[src/rtl/assert_macros.svh]
// Assertion macros shared by the RTL of the key-value text lexer.
// Needs signals clk and rst_n in the scope where a macro is used.
`ifndef ASSERT_MACROS_SVH
`define ASSERT_MACROS_SVH

// Property checked on every rising edge outside reset.
`define KVL_ASSERT(lbl, prop, msg) \
  lbl: assert property (@(posedge clk) disable iff (!rst_n) (prop)) else $error(msg);

// Implication checked in the next cycle, outside reset.
`define KVL_ASSERT_NEXT(lbl, ante, cons, msg) \
  lbl: assert property (@(posedge clk) disable iff (!rst_n) (ante) |=> (cons)) \
    else $error(msg);

`endif

[src/rtl/kvlex_pkg.sv]
`timescale 1ns / 1ps
// Package for the key-value text lexer: lexer modes, event kinds, event record,
// character codes and queue sizing. No dependencies.
package kvlex_pkg;

  localparam int unsigned EVQ_DEPTH  = 8;
  localparam int unsigned MAX_EVENTS = 3;

  localparam logic [7:0] CH_SLASH  = 8'h2F;
  localparam logic [7:0] CH_LBRACE = 8'h7B;
  localparam logic [7:0] CH_RBRACE = 8'h7D;
  localparam logic [7:0] CH_QUOTE  = 8'h22;
  localparam logic [7:0] CH_BSLASH = 8'h5C;
  localparam logic [7:0] CH_LOW_N  = 8'h6E;
  localparam logic [7:0] CH_LOW_T  = 8'h74;
  localparam logic [7:0] CH_CR     = 8'h0D;
  localparam logic [7:0] CH_LF     = 8'h0A;
  localparam logic [7:0] CH_TAB    = 8'h09;
  localparam logic [7:0] CH_SPACE  = 8'h20;

  typedef enum logic [2:0] {
    MODE_IDLE    = 3'd0,
    MODE_SLASH   = 3'd1,
    MODE_COMMENT = 3'd2,
    MODE_QUOTED  = 3'd3,
    MODE_ESCAPE  = 3'd4,
    MODE_BARE    = 3'd5
  } mode_t;

  typedef enum logic [1:0] {
    EV_LBRACE = 2'd0,
    EV_RBRACE = 2'd1,
    EV_CHAR   = 2'd2,
    EV_END    = 2'd3
  } ev_kind_t;

  typedef struct packed {
    ev_kind_t   kind;
    logic [7:0] chr;
    logic       last;
  } ev_t;

endpackage

[src/rtl/kvlex_in_if.sv]
`timescale 1ns / 1ps
// Input channel of the key-value text lexer: one text byte per request.
// No dependencies.
interface kvlex_in_if;
  logic       valid;
  logic       ready;
  logic [7:0] text_byte;
  logic       final_byte;

  modport source (output valid, output text_byte, output final_byte, input ready);
  modport sink   (input valid, input text_byte, input final_byte, output ready);
endinterface

[src/rtl/kvlex_out_if.sv]
`timescale 1ns / 1ps
// Result channel of the key-value text lexer: one token event per request.
// No dependencies.
interface kvlex_out_if;
  logic       valid;
  logic       ready;
  logic [1:0] event_kind;
  logic [7:0] char_value;
  logic       run_last;

  modport source (output valid, output event_kind, output char_value, output run_last,
                  input ready);
  modport sink   (input valid, input event_kind, input char_value, input run_last,
                  output ready);
endinterface

[src/rtl/keyvalue_text_lexer.sv]
`timescale 1ns / 1ps
// Key-value text lexer top level: byte decode, lexer mode register, event queue.
// Depends on kvlex_pkg, kvlex_in_if, kvlex_out_if and assert_macros.svh.

// One text byte is taken per cycle whenever the event queue has room for three
// more events; the byte is decoded in the same cycle and its zero to three
// token events go into the queue at once, so back-to-back bytes are lexed with
// no bubbles. The queue (EVQ_DEPTH entries, default 8) drains one event per
// cycle through the result port while it is ready, so the sustained rate is
// one byte per cycle while bytes average at most one event each; bursts of
// braces around short strings are soaked up by the queue and throttle input
// only when it nears full. A byte's events are written to the queue registers.
`include "assert_macros.svh"

module keyvalue_text_lexer #(
  parameter int unsigned EVQ_DEPTH = kvlex_pkg::EVQ_DEPTH
) (
  input  logic        clk,
  input  logic        rst_n,
  kvlex_in_if.sink    in_chan,
  kvlex_out_if.source out_chan
);
  import kvlex_pkg::*;

  localparam int unsigned PTR_W = $clog2(EVQ_DEPTH);
  localparam int unsigned CNT_W = $clog2(EVQ_DEPTH + 1);
  localparam int unsigned NEV_W = $clog2(MAX_EVENTS + 1);
  localparam int unsigned NCAND = 5;
  localparam logic [CNT_W-1:0] FILL_LIMIT = CNT_W'(EVQ_DEPTH - MAX_EVENTS);

  // ---------------------------------------------------------------- decode
  logic [7:0] b;
  logic       fin;
  logic       in_acc;
  logic       is_sp;
  logic       is_delim;
  logic       slash_pend;
  logic       in_bare;
  logic       bare_end;
  logic       mode_is_idle;

  mode_t      mode_r, mode_nxt, mode_step, idle_mode;

  assign b      = in_chan.text_byte;
  assign fin    = in_chan.final_byte;
  assign in_acc = in_chan.valid & in_chan.ready;

  assign is_sp    = b inside {CH_SPACE, CH_TAB, CH_CR, CH_LF};
  assign is_delim = is_sp | (b inside {CH_LBRACE, CH_RBRACE, CH_QUOTE});

  // unused mode codes behave as idle
  assign mode_is_idle = !(mode_r inside {MODE_SLASH, MODE_COMMENT, MODE_QUOTED,
                                          MODE_ESCAPE, MODE_BARE});

  // a lone slash turns into the first character of a bare token
  assign slash_pend = (mode_r == MODE_SLASH) && (b != CH_SLASH);
  assign in_bare    = (mode_r == MODE_BARE) || slash_pend;
  assign bare_end   = in_bare && is_delim;

  // ---------------------------------------------------------------- next mode
  always_comb begin
    if (is_sp) begin
      idle_mode = MODE_IDLE;
    end else if (b == CH_SLASH) begin
      idle_mode = MODE_SLASH;
    end else if (b == CH_QUOTE) begin
      idle_mode = MODE_QUOTED;
    end else if (b == CH_LBRACE || b == CH_RBRACE) begin
      idle_mode = MODE_IDLE;
    end else begin
      idle_mode = MODE_BARE;
    end

    case (mode_r)
      MODE_SLASH: begin
        if (b == CH_SLASH) begin
          mode_step = MODE_COMMENT;
        end else begin
          mode_step = bare_end ? idle_mode : MODE_BARE;
        end
      end
      MODE_BARE: begin
        mode_step = bare_end ? idle_mode : MODE_BARE;
      end
      MODE_COMMENT: begin
        mode_step = (b == CH_LF) ? MODE_IDLE : MODE_COMMENT;
      end
      MODE_QUOTED: begin
        if (b == CH_QUOTE) begin
          mode_step = MODE_IDLE;
        end else if (b == CH_BSLASH && !fin) begin
          mode_step = MODE_ESCAPE;
        end else begin
          mode_step = MODE_QUOTED;
        end
      end
      MODE_ESCAPE: begin
        mode_step = MODE_QUOTED;
      end
      default: begin
        mode_step = idle_mode;
      end
    endcase

    mode_nxt = fin ? MODE_IDLE : mode_step;
  end

  // ---------------------------------------------------------------- events
  ev_t              cand [NCAND];
  logic [NCAND-1:0] cand_en;
  ev_t              idle_ev;
  logic             idle_en;
  ev_t              slot [MAX_EVENTS];
  logic [NEV_W-1:0] n_ev;

  always_comb begin
    idle_en = !is_sp && (b != CH_SLASH) && (b != CH_QUOTE);
    if (b == CH_LBRACE) begin
      idle_ev = '{kind: EV_LBRACE, chr: 8'h00, last: 1'b0};
    end else if (b == CH_RBRACE) begin
      idle_ev = '{kind: EV_RBRACE, chr: 8'h00, last: 1'b0};
    end else begin
      idle_ev = '{kind: EV_CHAR, chr: b, last: 1'b0};
    end

    // candidate order follows the order events leave the lexer
    cand_en[0] = slash_pend;
    cand[0]    = '{kind: EV_CHAR, chr: CH_SLASH, last: 1'b0};

    cand_en[1] = 1'b0;
    cand[1]    = '{kind: EV_CHAR, chr: b, last: 1'b0};
    case (mode_r)
      MODE_QUOTED: begin
        if (b == CH_QUOTE) begin
          cand_en[1] = 1'b1;
          cand[1]    = '{kind: EV_END, chr: 8'h00, last: 1'b0};
        end else if (b == CH_BSLASH) begin
          // trailing backslash is kept literally
          cand_en[1] = fin;
        end else begin
          cand_en[1] = 1'b1;
        end
      end
      MODE_ESCAPE: begin
        cand_en[1] = 1'b1;
        if (b == CH_LOW_N) begin
          cand[1].chr = CH_LF;
        end else if (b == CH_LOW_T) begin
          cand[1].chr = CH_TAB;
        end
      end
      MODE_COMMENT: begin
        cand_en[1] = 1'b0;
      end
      default: begin
        if (in_bare) begin
          cand_en[1] = 1'b1;
          if (is_delim) begin
            cand[1] = '{kind: EV_END, chr: 8'h00, last: 1'b0};
          end
        end else if (mode_is_idle) begin
          cand_en[1] = idle_en;
          cand[1]    = idle_ev;
        end
      end
    endcase

    // delimiter that closed a bare token is lexed again from idle
    cand_en[2] = bare_end && idle_en;
    cand[2]    = idle_ev;

    cand_en[3] = fin && (mode_step == MODE_QUOTED || mode_step == MODE_BARE ||
                         mode_step == MODE_SLASH);
    if (mode_step == MODE_SLASH) begin
      cand[3] = '{kind: EV_CHAR, chr: CH_SLASH, last: 1'b0};
    end else begin
      cand[3] = '{kind: EV_END, chr: 8'h00, last: 1'b0};
    end

    cand_en[4] = fin && (mode_step == MODE_SLASH);
    cand[4]    = '{kind: EV_END, chr: 8'h00, last: 1'b0};

    n_ev = '0;
    for (int i = 0; i < MAX_EVENTS; i++) begin
      slot[i] = '{kind: EV_LBRACE, chr: 8'h00, last: 1'b0};
    end
    for (int i = 0; i < NCAND; i++) begin
      if (cand_en[i] && n_ev != NEV_W'(MAX_EVENTS)) begin
        slot[n_ev] = cand[i];
        n_ev       = n_ev + NEV_W'(1);
      end
    end
    if (n_ev != '0) begin
      slot[n_ev - NEV_W'(1)].last = 1'b1;
    end
  end

  // ---------------------------------------------------------------- event queue
  ev_t              q_r [EVQ_DEPTH];
  logic [PTR_W-1:0] wr_ptr_r, wr_ptr_nxt;
  logic [PTR_W-1:0] rd_ptr_r, rd_ptr_nxt;
  logic [CNT_W-1:0] count_r, count_nxt;
  logic [PTR_W-1:0] wr_idx [MAX_EVENTS];
  logic             pop;

  function automatic logic [PTR_W-1:0] ptr_add(input logic [PTR_W-1:0] p,
                                                input logic [PTR_W:0]   k);
    logic [PTR_W:0] s;
    s = {1'b0, p} + k;
    if (s >= (PTR_W + 1)'(EVQ_DEPTH)) begin
      s = s - (PTR_W + 1)'(EVQ_DEPTH);
    end
    return s[PTR_W-1:0];
  endfunction

  assign in_chan.ready = (count_r <= FILL_LIMIT);
  assign pop           = out_chan.valid & out_chan.ready;

  always_comb begin
    for (int j = 0; j < MAX_EVENTS; j++) begin
      wr_idx[j] = ptr_add(wr_ptr_r, (PTR_W + 1)'(j));
    end
    wr_ptr_nxt = in_acc ? ptr_add(wr_ptr_r, (PTR_W + 1)'(n_ev)) : wr_ptr_r;
    rd_ptr_nxt = pop ? ptr_add(rd_ptr_r, (PTR_W + 1)'(1)) : rd_ptr_r;
    count_nxt  = count_r + (in_acc ? CNT_W'(n_ev) : '0) - (pop ? CNT_W'(1) : '0);
  end

  always_ff @(posedge clk) begin
    if (!rst_n) begin
      mode_r   <= MODE_IDLE;
      wr_ptr_r <= '0;
      rd_ptr_r <= '0;
      count_r  <= '0;
    end else begin
      if (in_acc) begin
        mode_r <= mode_nxt;
      end
      wr_ptr_r <= wr_ptr_nxt;
      rd_ptr_r <= rd_ptr_nxt;
      count_r  <= count_nxt;
    end
  end

  always_ff @(posedge clk) begin
    for (int j = 0; j < MAX_EVENTS; j++) begin
      if (in_acc && NEV_W'(j) < n_ev) begin
        q_r[wr_idx[j]] <= slot[j];
      end
    end
  end

  assign out_chan.valid      = (count_r != '0);
  assign out_chan.event_kind = q_r[rd_ptr_r].kind;
  assign out_chan.char_value = q_r[rd_ptr_r].chr;
  assign out_chan.run_last   = q_r[rd_ptr_r].last;

  // ---------------------------------------------------------------- checks
  `KVL_ASSERT(a_count_bound, count_r <= CNT_W'(EVQ_DEPTH), "event queue overfilled")
  `KVL_ASSERT(a_empty_ptrs, (count_r != '0) || (wr_ptr_r == rd_ptr_r), "empty queue with pointer gap")
  `KVL_ASSERT_NEXT(a_final_idle, in_acc && fin, mode_r == MODE_IDLE, "mode not idle after final byte")
  `KVL_ASSERT_NEXT(a_escape_src, in_acc && mode_nxt == MODE_ESCAPE, $past(mode_r) == MODE_QUOTED, "escape entered outside a quoted string")

endmodule

[src/flat_wrapper.sv]
// flat-port wrapper written by rule: the top's interface ports become plain ports
module keyvalue_text_lexer_flat import kvlex_pkg::*;
#(
  parameter int unsigned EVQ_DEPTH = kvlex_pkg::EVQ_DEPTH
)
  (clk, rst_n, in_chan_valid, in_chan_text_byte, in_chan_final_byte, in_chan_ready, out_chan_valid, out_chan_event_kind, out_chan_char_value, out_chan_run_last, out_chan_ready);
  kvlex_in_if in_chan_i ();
  kvlex_out_if out_chan_i ();
  input  logic clk;
  input  logic rst_n;
  input wire logic [$bits(in_chan_i.valid)-1:0] in_chan_valid;
  input wire logic [$bits(in_chan_i.text_byte)-1:0] in_chan_text_byte;
  input wire logic [$bits(in_chan_i.final_byte)-1:0] in_chan_final_byte;
  output wire logic [$bits(in_chan_i.ready)-1:0] in_chan_ready;
  output wire logic [$bits(out_chan_i.valid)-1:0] out_chan_valid;
  output wire logic [$bits(out_chan_i.event_kind)-1:0] out_chan_event_kind;
  output wire logic [$bits(out_chan_i.char_value)-1:0] out_chan_char_value;
  output wire logic [$bits(out_chan_i.run_last)-1:0] out_chan_run_last;
  input wire logic [$bits(out_chan_i.ready)-1:0] out_chan_ready;
  assign in_chan_i.valid = in_chan_valid;
  assign in_chan_i.text_byte = in_chan_text_byte;
  assign in_chan_i.final_byte = in_chan_final_byte;
  assign in_chan_ready = in_chan_i.ready;
  assign out_chan_valid = out_chan_i.valid;
  assign out_chan_event_kind = out_chan_i.event_kind;
  assign out_chan_char_value = out_chan_i.char_value;
  assign out_chan_run_last = out_chan_i.run_last;
  assign out_chan_i.ready = out_chan_ready;
  keyvalue_text_lexer #(.EVQ_DEPTH(EVQ_DEPTH)) u_core (.clk(clk), .rst_n(rst_n), .in_chan(in_chan_i), .out_chan(out_chan_i));
endmodule
[config.mk]
export PLATFORM = sky130hd
export DESIGN_NAME = keyvalue_text_lexer_flat
export DESIGN_NICKNAME = d
export VERILOG_FILES = /design/src/rtl/kvlex_pkg.sv /design/src/rtl/kvlex_in_if.sv /design/src/rtl/kvlex_out_if.sv /design/src/rtl/keyvalue_text_lexer.sv /design/src/flat_wrapper.sv
export VERILOG_INCLUDE_DIRS = /design/src /design/src/rtl
export SDC_FILE = /design/constraint.sdc
export NUM_CORES = 1
export LEC_CHECK = 0
export BUFFER_PORTS_ARGS = -buffer_cell sky130_fd_sc_hd__buf_2
export CAP_MARGIN = 20
export CELL_PAD_IN_SITES_DETAIL_PLACEMENT = 0
export CELL_PAD_IN_SITES_GLOBAL_PLACEMENT = 1
export CORE_MARGIN = 2
export CORE_UTILIZATION = 54
export DETAILED_ROUTE_END_ITERATION = 8
export PLACE_DENSITY = 0.95
export SYNTH_ARGS = -nofsm -noshare
export SYNTH_HDL_FRONTEND = slang
export SYNTH_SLANG_ARGS = --single-unit
[constraint.sdc]
create_clock -name clk -period 19.8 [get_ports clk]
set_input_delay 2.97 -clock clk [delete_from_list [all_inputs] [get_ports clk]]
set_output_delay 2.97 -clock clk [all_outputs]
set_load 0.05 [all_outputs]
==> results_dict.tcl, run 1 <==
set metrics [dict create \
    syn_area_sq_mm 0.00748 \
    clkSlewWorstSetupHoldPaths_ns 0.07 \
    rows 42 \
    drc 0 \
    antennaDiodeCount 0 \
    holdBufCountCts 0 \
    synth_top_family_by_area "compound AO/OA/AOI/OAI gates" \
    ctsResizeCount 0 \
    slew_headroom_pct 24.2 \
    routed_wl_um 23900 \
    start_kind "input pin" \
    synthSimpleGateAreaFrac_pct 17.5 \
    yosys_warnings 0 \
    synth.distinct_cells 81 \
    dr.pass1.iters 5 \
    die-area_sq_mm 0.0148 \
    vias 6574 \
    finalMaxSlewViolations 0 \
    grt-ovfl-total 0 \
    grtUsageTotal_pct 33.6 \
    netlist_top_cells_area "edfxtp_1 (35%), mux4_2 (6.6%), nand2_1 (5.6%)" \
    drive_above_1_share_pct 16.8 \
    wl_per_cell_um 25.6 \
    syn-instance-count 755 \
    hold_violations 0 \
    rsz0062_at_grt "no" \
    synth_common_cells "nand2_1 (111), edfxtp_1 (88), nor2_1 (60), a21oi_1 (55), inv_1 (24)" \
    ys.flop_type "edfxtp_1" \
    path_cells "buf_2 > or4b_4 > nor2_1 > o22ai_1 > a221o_1 > ha_1 > o21ai_0 > nand2_1 > ha_1 > nor2b_1 > inv_1 > o22ai_2 > nand2_1 > o21ai_0 > inv_1 > ha_1 > nand2b_1 > a2111oi_4 > and2b_1 > nand2_1 > a21bo_2 > a21oi_1 > a211o_1" \
    syn2layout_area_growth_pct 6.81 \
    critical_path_class "in -> reg" \
    syn-num-nets 792 \
    finalWeightedCongestion 1.03 \
    die-width_um 122 \
    ys_ff_latch 104 \
    setup_viol 0 \
    cp_max_fo 14 \
    cp-startpoint "in_chan_text_byte[1]" \
    cp-end-kind "flop" \
    cp.required_ns 19.80 \
    post_cts_buffers 0 \
    post-route-period-util_pct 53.5 \
    worstHoldStart "u_core.rd_ptr_r[1]$_SDFFE_PN0P_" \
    cts_made_buffers 9 \
    ioPinCount 26 \
    reg2reg_slack_ns 12.05 \
    ys_seq_area_share_pct 39.6 \
    finalHoldWorstSlack_ns 0.531 \
    irDropWorstVdd_uv 97.1 \
    timing.rr.start "u_core.mode_r[2]$_SDFFE_PN0P_" \
    slowest_stage "and2b_1" \
    synth.most_common_cell "nand2_1" \
    synthMuxAreaShare_pct 10.3 \
    core_area_sq_mm 0.0134 \
    leakagePower_nw 2.75 \
    clkSinkCount 104 \
    grt_pass1_wl_um 36400 \
    yosysTopAreaCellShare_pct 35.3 \
    syn_area_per_cell_sq_um 9.90 \
    synth-adder-area-share_pct 4.22 \
    hpwlAfterDp_um 17800 \
    clock-skew-final_ns 0.00769 \
    io_buffers 25 \
    cts_tree "done" \
    clk_latency_ns 0.36 \
    synth_edf_count 88 \
    synth_top_cell_by_area "edfxtp_1" \
    slowest_delay_ns 0.84 \
    drt_iter0_markers 833 \
    status "completed" \
    antenna_found_initial 0 \
    ant_nets 0 \
    critPathArrivalTime_ns 10.60 \
    worst_slew_pin_slew_ns 1.14 \
    max_freq_mhz 94.4 \
    synth_compound_area_share_pct 23.1 \
    cap_violations 0 \
    tns_ns 0 \
    period_needed_ns 10.60 \
    finalNetCount 793 \
    path_delay_family "compound AO/OA/AOI/OAI gates" \
    cts-root-buf "clkbuf_16" \
    grt_max_degree 23 \
    die_h_um 122 \
    fillers 1119 \
    grt_pass1_vias 6113 \
    cts_buffer_depth 2 \
    async_flop_share_pct 0 \
    start_util_pct 55.8 \
    powerDensity_mw_per_mm2 128 \
    synth_xor_xnor_area_share_pct 1.05 \
    htree_levels 3 \
    min_path_type "reg -> reg" \
    via_per_inst 7.02 \
    critPathBufInv 3 \
]
## metrics by stage
stage	total power [mW]	util, %	instance area [sq um]	setup slack (ns)	cells
after floorplan	0.703	-	7480	10.79	755
after global placement	0.825	57.1	7660	9.23	917
after detailed placement	0.837	57.2	7660	8.97	918
after CTS	1.01	59.3	7940	9.34	934
after global routing	1.07	59.6	7990	8.52	937
final	1.02	59.6	7990	9.20	937
## path summary, 6_finish.rpt
path / end / depth (start not counted)
worst max-delay path: u_core.q_r[6][8]$_DFFE_PP_ / 23
worst min-delay path: u_core.rd_ptr_r[1]$_SDFFE_PN0P_ / 2
worst max register to register: u_core.q_r[6][8]$_DFFE_PP_ / 22
worst min register to register: u_core.rd_ptr_r[1]$_SDFFE_PN0P_ / 2
## cells by family (layout without fill, tap and decap cells)
logic type / Yosys count / in the layout
buffers and inverters: 68 / 74
and+or+nand+nor: 275 / 275
muxes: 46 / 46
AOI/OAI and AO/OA: 229 / 229
xor gates and xnor gates: 9 / 9
adders and majority gates: 24 / 24
DFF: 104 / 104
## worst register-to-register path, delay by kind of cell (launching register included)
family          cells  cell delay (ns)
compound gates      9             3.65
flops               1             0.61
fa+ha+maj           3             0.85
simple gates        8             2.04
buf+inv             2             0.22
## power breakdown
group	switching, mW	internal, mW
Combinational	0.346	0.178
Sequential	0.0237	0.299
Clock	0.0862	0.0864
## routing by layer
layer	wire, um	part of all wire, %	global-route usage (%)	vias to the layer above
li1	-	-	-	2895
met4	1070	4.5	15.8	0
met2	11000	46	51.6	416
met5	0	0	0	-
met3	2360	9.9	6.98	64
met1	9470	40	45.6	3199
## flip-flops by register name, summed over array words and instances, names as in the netlist, named ones only
| name | flops |
|---|---|
| u_core.rd_ptr_r | 3 |
| u_core.count_r | 4 |
| u_core.wr_ptr_r | 3 |
| u_core.q_r | 88 |
| u_core.mode_r | 3 |
## cell usage in the layout (no fill, tap or decap), types with 7 or more instances in the layout
| cell | count |
|---|---|
| nand2_1 | 111 |
| edfxtp_1 | 88 |
| nor2_1 | 60 |
| a21oi_1 | 55 |
| buf_2 | 25 |
| inv_1 | 24 |
| o21ai_0 | 23 |
| mux4_2 | 22 |
| ha_1 | 22 |
| a221oi_1 | 21 |
| nand3_1 | 20 |
| a22oi_1 | 17 |
| dfxtp_1 | 16 |
| and2_1 | 13 |
| o21ai_1 | 13 |
| mux2_2 | 12 |
| nor3_1 | 11 |
| o211ai_1 | 11 |
| o22ai_1 | 10 |
| mux2i_1 | 10 |
| nand2b_1 | 9 |
| nor2b_1 | 9 |
| clkbuf_16 | 9 |
| buf_4 | 8 |
| and3_1 | 7 |
| nand4_1 | 7 |
| a31oi_1 | 7 |
| a211oi_2 | 7 |
| o21ai_4 | 7 |
## cell type report
cell class	count	area (sq um)	area share [%]
clock buffer	9	225	2.82
clock inverter	7	53.8	0.674
inverter	24	90.1	1.13
multi-input combinational	583	4220	52.9
sequential	104	2960	37.1
tap	176	220	2.76
timing repair buffer	34	213	2.66
Power figures use the tool's default switching activity.
==> inputs of run 2 (changes only) <==
--- a/config.mk
+++ b/config.mk
@@ -6,14 +6,15 @@
 export SDC_FILE = /design/constraint.sdc
 export NUM_CORES = 1
 export LEC_CHECK = 0
+export ABC_AREA = 1
 export BUFFER_PORTS_ARGS = -buffer_cell sky130_fd_sc_hd__buf_2
 export CAP_MARGIN = 20
 export CELL_PAD_IN_SITES_DETAIL_PLACEMENT = 0
 export CELL_PAD_IN_SITES_GLOBAL_PLACEMENT = 1
 export CORE_MARGIN = 2
-export CORE_UTILIZATION = 54
+export CORE_UTILIZATION = 42
 export DETAILED_ROUTE_END_ITERATION = 8
-export PLACE_DENSITY = 0.95
+export PLACE_DENSITY = 0.86
 export SYNTH_ARGS = -nofsm -noshare
 export SYNTH_HDL_FRONTEND = slang
 export SYNTH_SLANG_ARGS = --single-unit
==> constraint.sdc (replaced) <==
create_clock -name clk -period 9.2 [get_ports clk]
set_input_delay 1.38 -clock clk [delete_from_list [all_inputs] [get_ports clk]]
set_output_delay 1.38 -clock clk [all_outputs]
set_load 0.05 [all_outputs]
==> run 2 against run 1 <==
Net effect:
- critical endpoint is now u_core.q_r[2][3]$_DFFE_PP_
- final cell count grew 36%
- largest cell class unchanged
- combinational power grew 150%
- first-iteration DRC count shrank 3.7%
==> results_dict.tcl, run 2 <==
set metrics [dict create \
    fin_cells 1270 \
    async_flop_share_pct 0 \
    ioPinCount 26 \
    min_path_cells 2 \
    routed_wl_um 23500 \
    syn-num-nets 1077 \
    start_kind "input pin" \
    wl_per_cell_um 18.5 \
    clock-skew-final_ns 0.0102 \
    ctsResizeCount 0 \
    drc 0 \
    fin_util_pct 46.1 \
    numPlacedInstances 1253 \
    cp.required_ns 9.20 \
    cp-end-kind "flop" \
    grt_pass1_vias 6310 \
    synth_edf_count 88 \
    period_needed_ns 7.04 \
    clkSinkCount 104 \
    cp_max_fo 20 \
    synth.distinct_cells 42 \
    io_buffers 25 \
    final_cell_mix "nand2_1 (317), nor2_1 (153), nand3_1 (97)" \
    post_cts_buffers 0 \
    post-route-period-util_pct 76.5 \
    setup_viol 0 \
    grt_max_degree 46 \
    critPathArrivalTime_ns 7.04 \
    multiInputGateArea_sq_mm 0.00394 \
    htree_levels 3 \
    dr.pass1.iters 7 \
    synth_common_cells "nand2_1 (317), nor2_1 (153), nand3_1 (97), edfxtp_1 (88), o21ai_0 (82)" \
    rsz0062_at_grt "no" \
    syn2layout_area_growth_pct 6.93 \
    slew_headroom_pct 22.7 \
    grt_pass1_wl_um 35900 \
    yosysTopAreaCellShare_pct 35.3 \
    antenna_found_initial 0 \
    grt-ovfl-total 0 \
    clkSlewWorstSetupHoldPaths_ns 0.07 \
    worst_r2r_path_depth 25 \
    ys_ff_latch 104 \
    die_h_um 137 \
    route.met2.wl_um 10600 \
    ant_nets 0 \
    die-width_um 137 \
    cap_violations 0 \
    vias 7036 \
    leakagePower_nw 3.72 \
    placed_area_sq_mm 0.00765 \
    holdBufCountCts 0 \
    antennaDiodeCount 0 \
    wl_met3_um 1700 \
    ff_latch_area_sq_mm 0.00296 \
    fillers 1749 \
    ys.flop_type "edfxtp_1" \
    syn-instance-count 1040 \
    cts-root-buf "clkbuf_16" \
    cts_tree "done" \
    finalWeightedCongestion 0.930 \
    stdcell_area_sq_mm 0.00800 \
    cts_made_buffers 9 \
    hpwlAfterDp_um 17300 \
    hold_violations 0 \
    met1Wirelength_um 10200 \
    finalHoldWorstSlack_ns 0.472 \
    min_path_type "reg -> reg" \
    final_common_cell "nand2_1" \
    pre_cts_ws_ns 1.85 \
    worst_slew_pin_slew_ns 1.16 \
    syn_area_sq_mm 0.00748 \
    finalNetCount 1077 \
    core_area_sq_mm 0.0174 \
    irDropWorstVdd_uv 355 \
    highest_layer "met4" \
    via_per_inst 5.54 \
    clk_latency_ns 0.37 \
    status "completed" \
    critical_path_class "in -> reg" \
    start_util_pct 43.1 \
    ys_seq_area_share_pct 39.6 \
    netlist_top_cells_area "edfxtp_1 (35%), nand2_1 (16%), nor2_1 (7.7%)" \
    worst_slack_ns 2.16 \
    syn_area_per_cell_sq_um 7.19 \
    largest_reg_flops 88 \
    synth_top_cell_by_area "edfxtp_1" \
    powerDensity_mw_per_mm2 301 \
    p_total_mw 2.40 \
    cts_buffer_depth 2 \
    drive_above_1_share_pct 9.76 \
    die-area_sq_mm 0.0189 \
    rows 48 \
    finalMaxSlewViolations 0 \
    tns_ns 0 \
    max_freq_mhz 142 \
    grtUsageTotal_pct 25.7 \
    drt_iter0_markers 802 \
    yosys_warnings 0 \
    synth.most_common_cell "nand2_1" \
    reg2reg_slack_ns 2.97 \
]
## run 2: cell count changes in the layout (fill, tap and decap cells not counted), sizes merged, moves of 10 or more
cell	previous run	this run
a22oi	18	0
o21ai	44	86
a211oi	11	1
nand2	111	338
a221oi	21	0
and2	13	0
mux4	22	0
inv	26	87
nand4	7	17
mux2i	11	0
a21oi	58	20
nor2	60	167
nand3	21	102
mux2	13	0
## run 2: logic make-up (layout without fill, tap and decap cells)
kind of cell / Yosys count / in the layout / share of synthesized area [%]
XOR/XNOR: 2 / 2 / 0.234
flip-flops: 104 / 104 / 39.6
adder cells (fa/ha/maj): 24 / 24 / 4.22
buffers and inverters: 127 / 132 / 7.80
AND/OR/NAND/NOR: 642 / 642 / 37.6
AO/OA/AOI/OAI: 141 / 141 / 10.5
## run 2: cell type report
type	instances	area share [%]
repair buffers	28	2.10
multi-input cells	809	49.2
clock inverters	7	1.11
well taps	225	3.52
clock buffers	9	2.82
flip-flops and latches	104	37.1
inverters	88	4.16
## run 2: path summary, 6_finish.rpt
path,start,end
worst max register to register,u_core.mode_r[0]$_SDFFE_PN0P_,u_core.q_r[2][3]$_DFFE_PP_
worst max-delay path,in_chan_text_byte[4],u_core.q_r[2][3]$_DFFE_PP_
worst min-delay path,u_core.rd_ptr_r[2]$_SDFFE_PN0P_,u_core.rd_ptr_r[2]$_SDFFE_PN0P_
worst min register to register,u_core.rd_ptr_r[2]$_SDFFE_PN0P_,u_core.rd_ptr_r[2]$_SDFFE_PN0P_
## run 2: worst max-delay path, cell delays in order
cell and delay, ns:
buf_2 0.12, inv_2 0.06, nand2_1 0.08, nor2_2 0.18, nand2_2 0.12, nand2_1 0.31, inv_1 0.23, nor2_1 0.13
nand2_1 0.08, nand2_1 0.23, inv_1 0.13, ha_1 0.32, nand2_1 0.12, nand4_1 0.15, nand2_1 0.15, inv_1 0.07
ha_1 0.19, nor2_1 0.18, nand2_4 0.10, nand3_1 0.15, nand2_1 0.12, ha_1 0.25, nand3b_1 0.27, nand3_4 0.21
nand3_4 0.24, nor2_4 0.68, nand2_2 0.31, nand3_1 0.46
## run 2: where the power goes
part           total (mW)  switching [mW]  internal (mW)
sequential          0.714          0.0447          0.670
clock               0.403           0.187          0.216
combinational        1.29           0.943          0.344
## run 2: routing by layer
layer | vias to the layer above | track usage [%]
li1 | 3443 | -
met1 | 3201 | 35.9
met2 | 334 | 40.0
met3 | 58 | 2.98
met4 | 0 | 11.6
met5 | - | 0
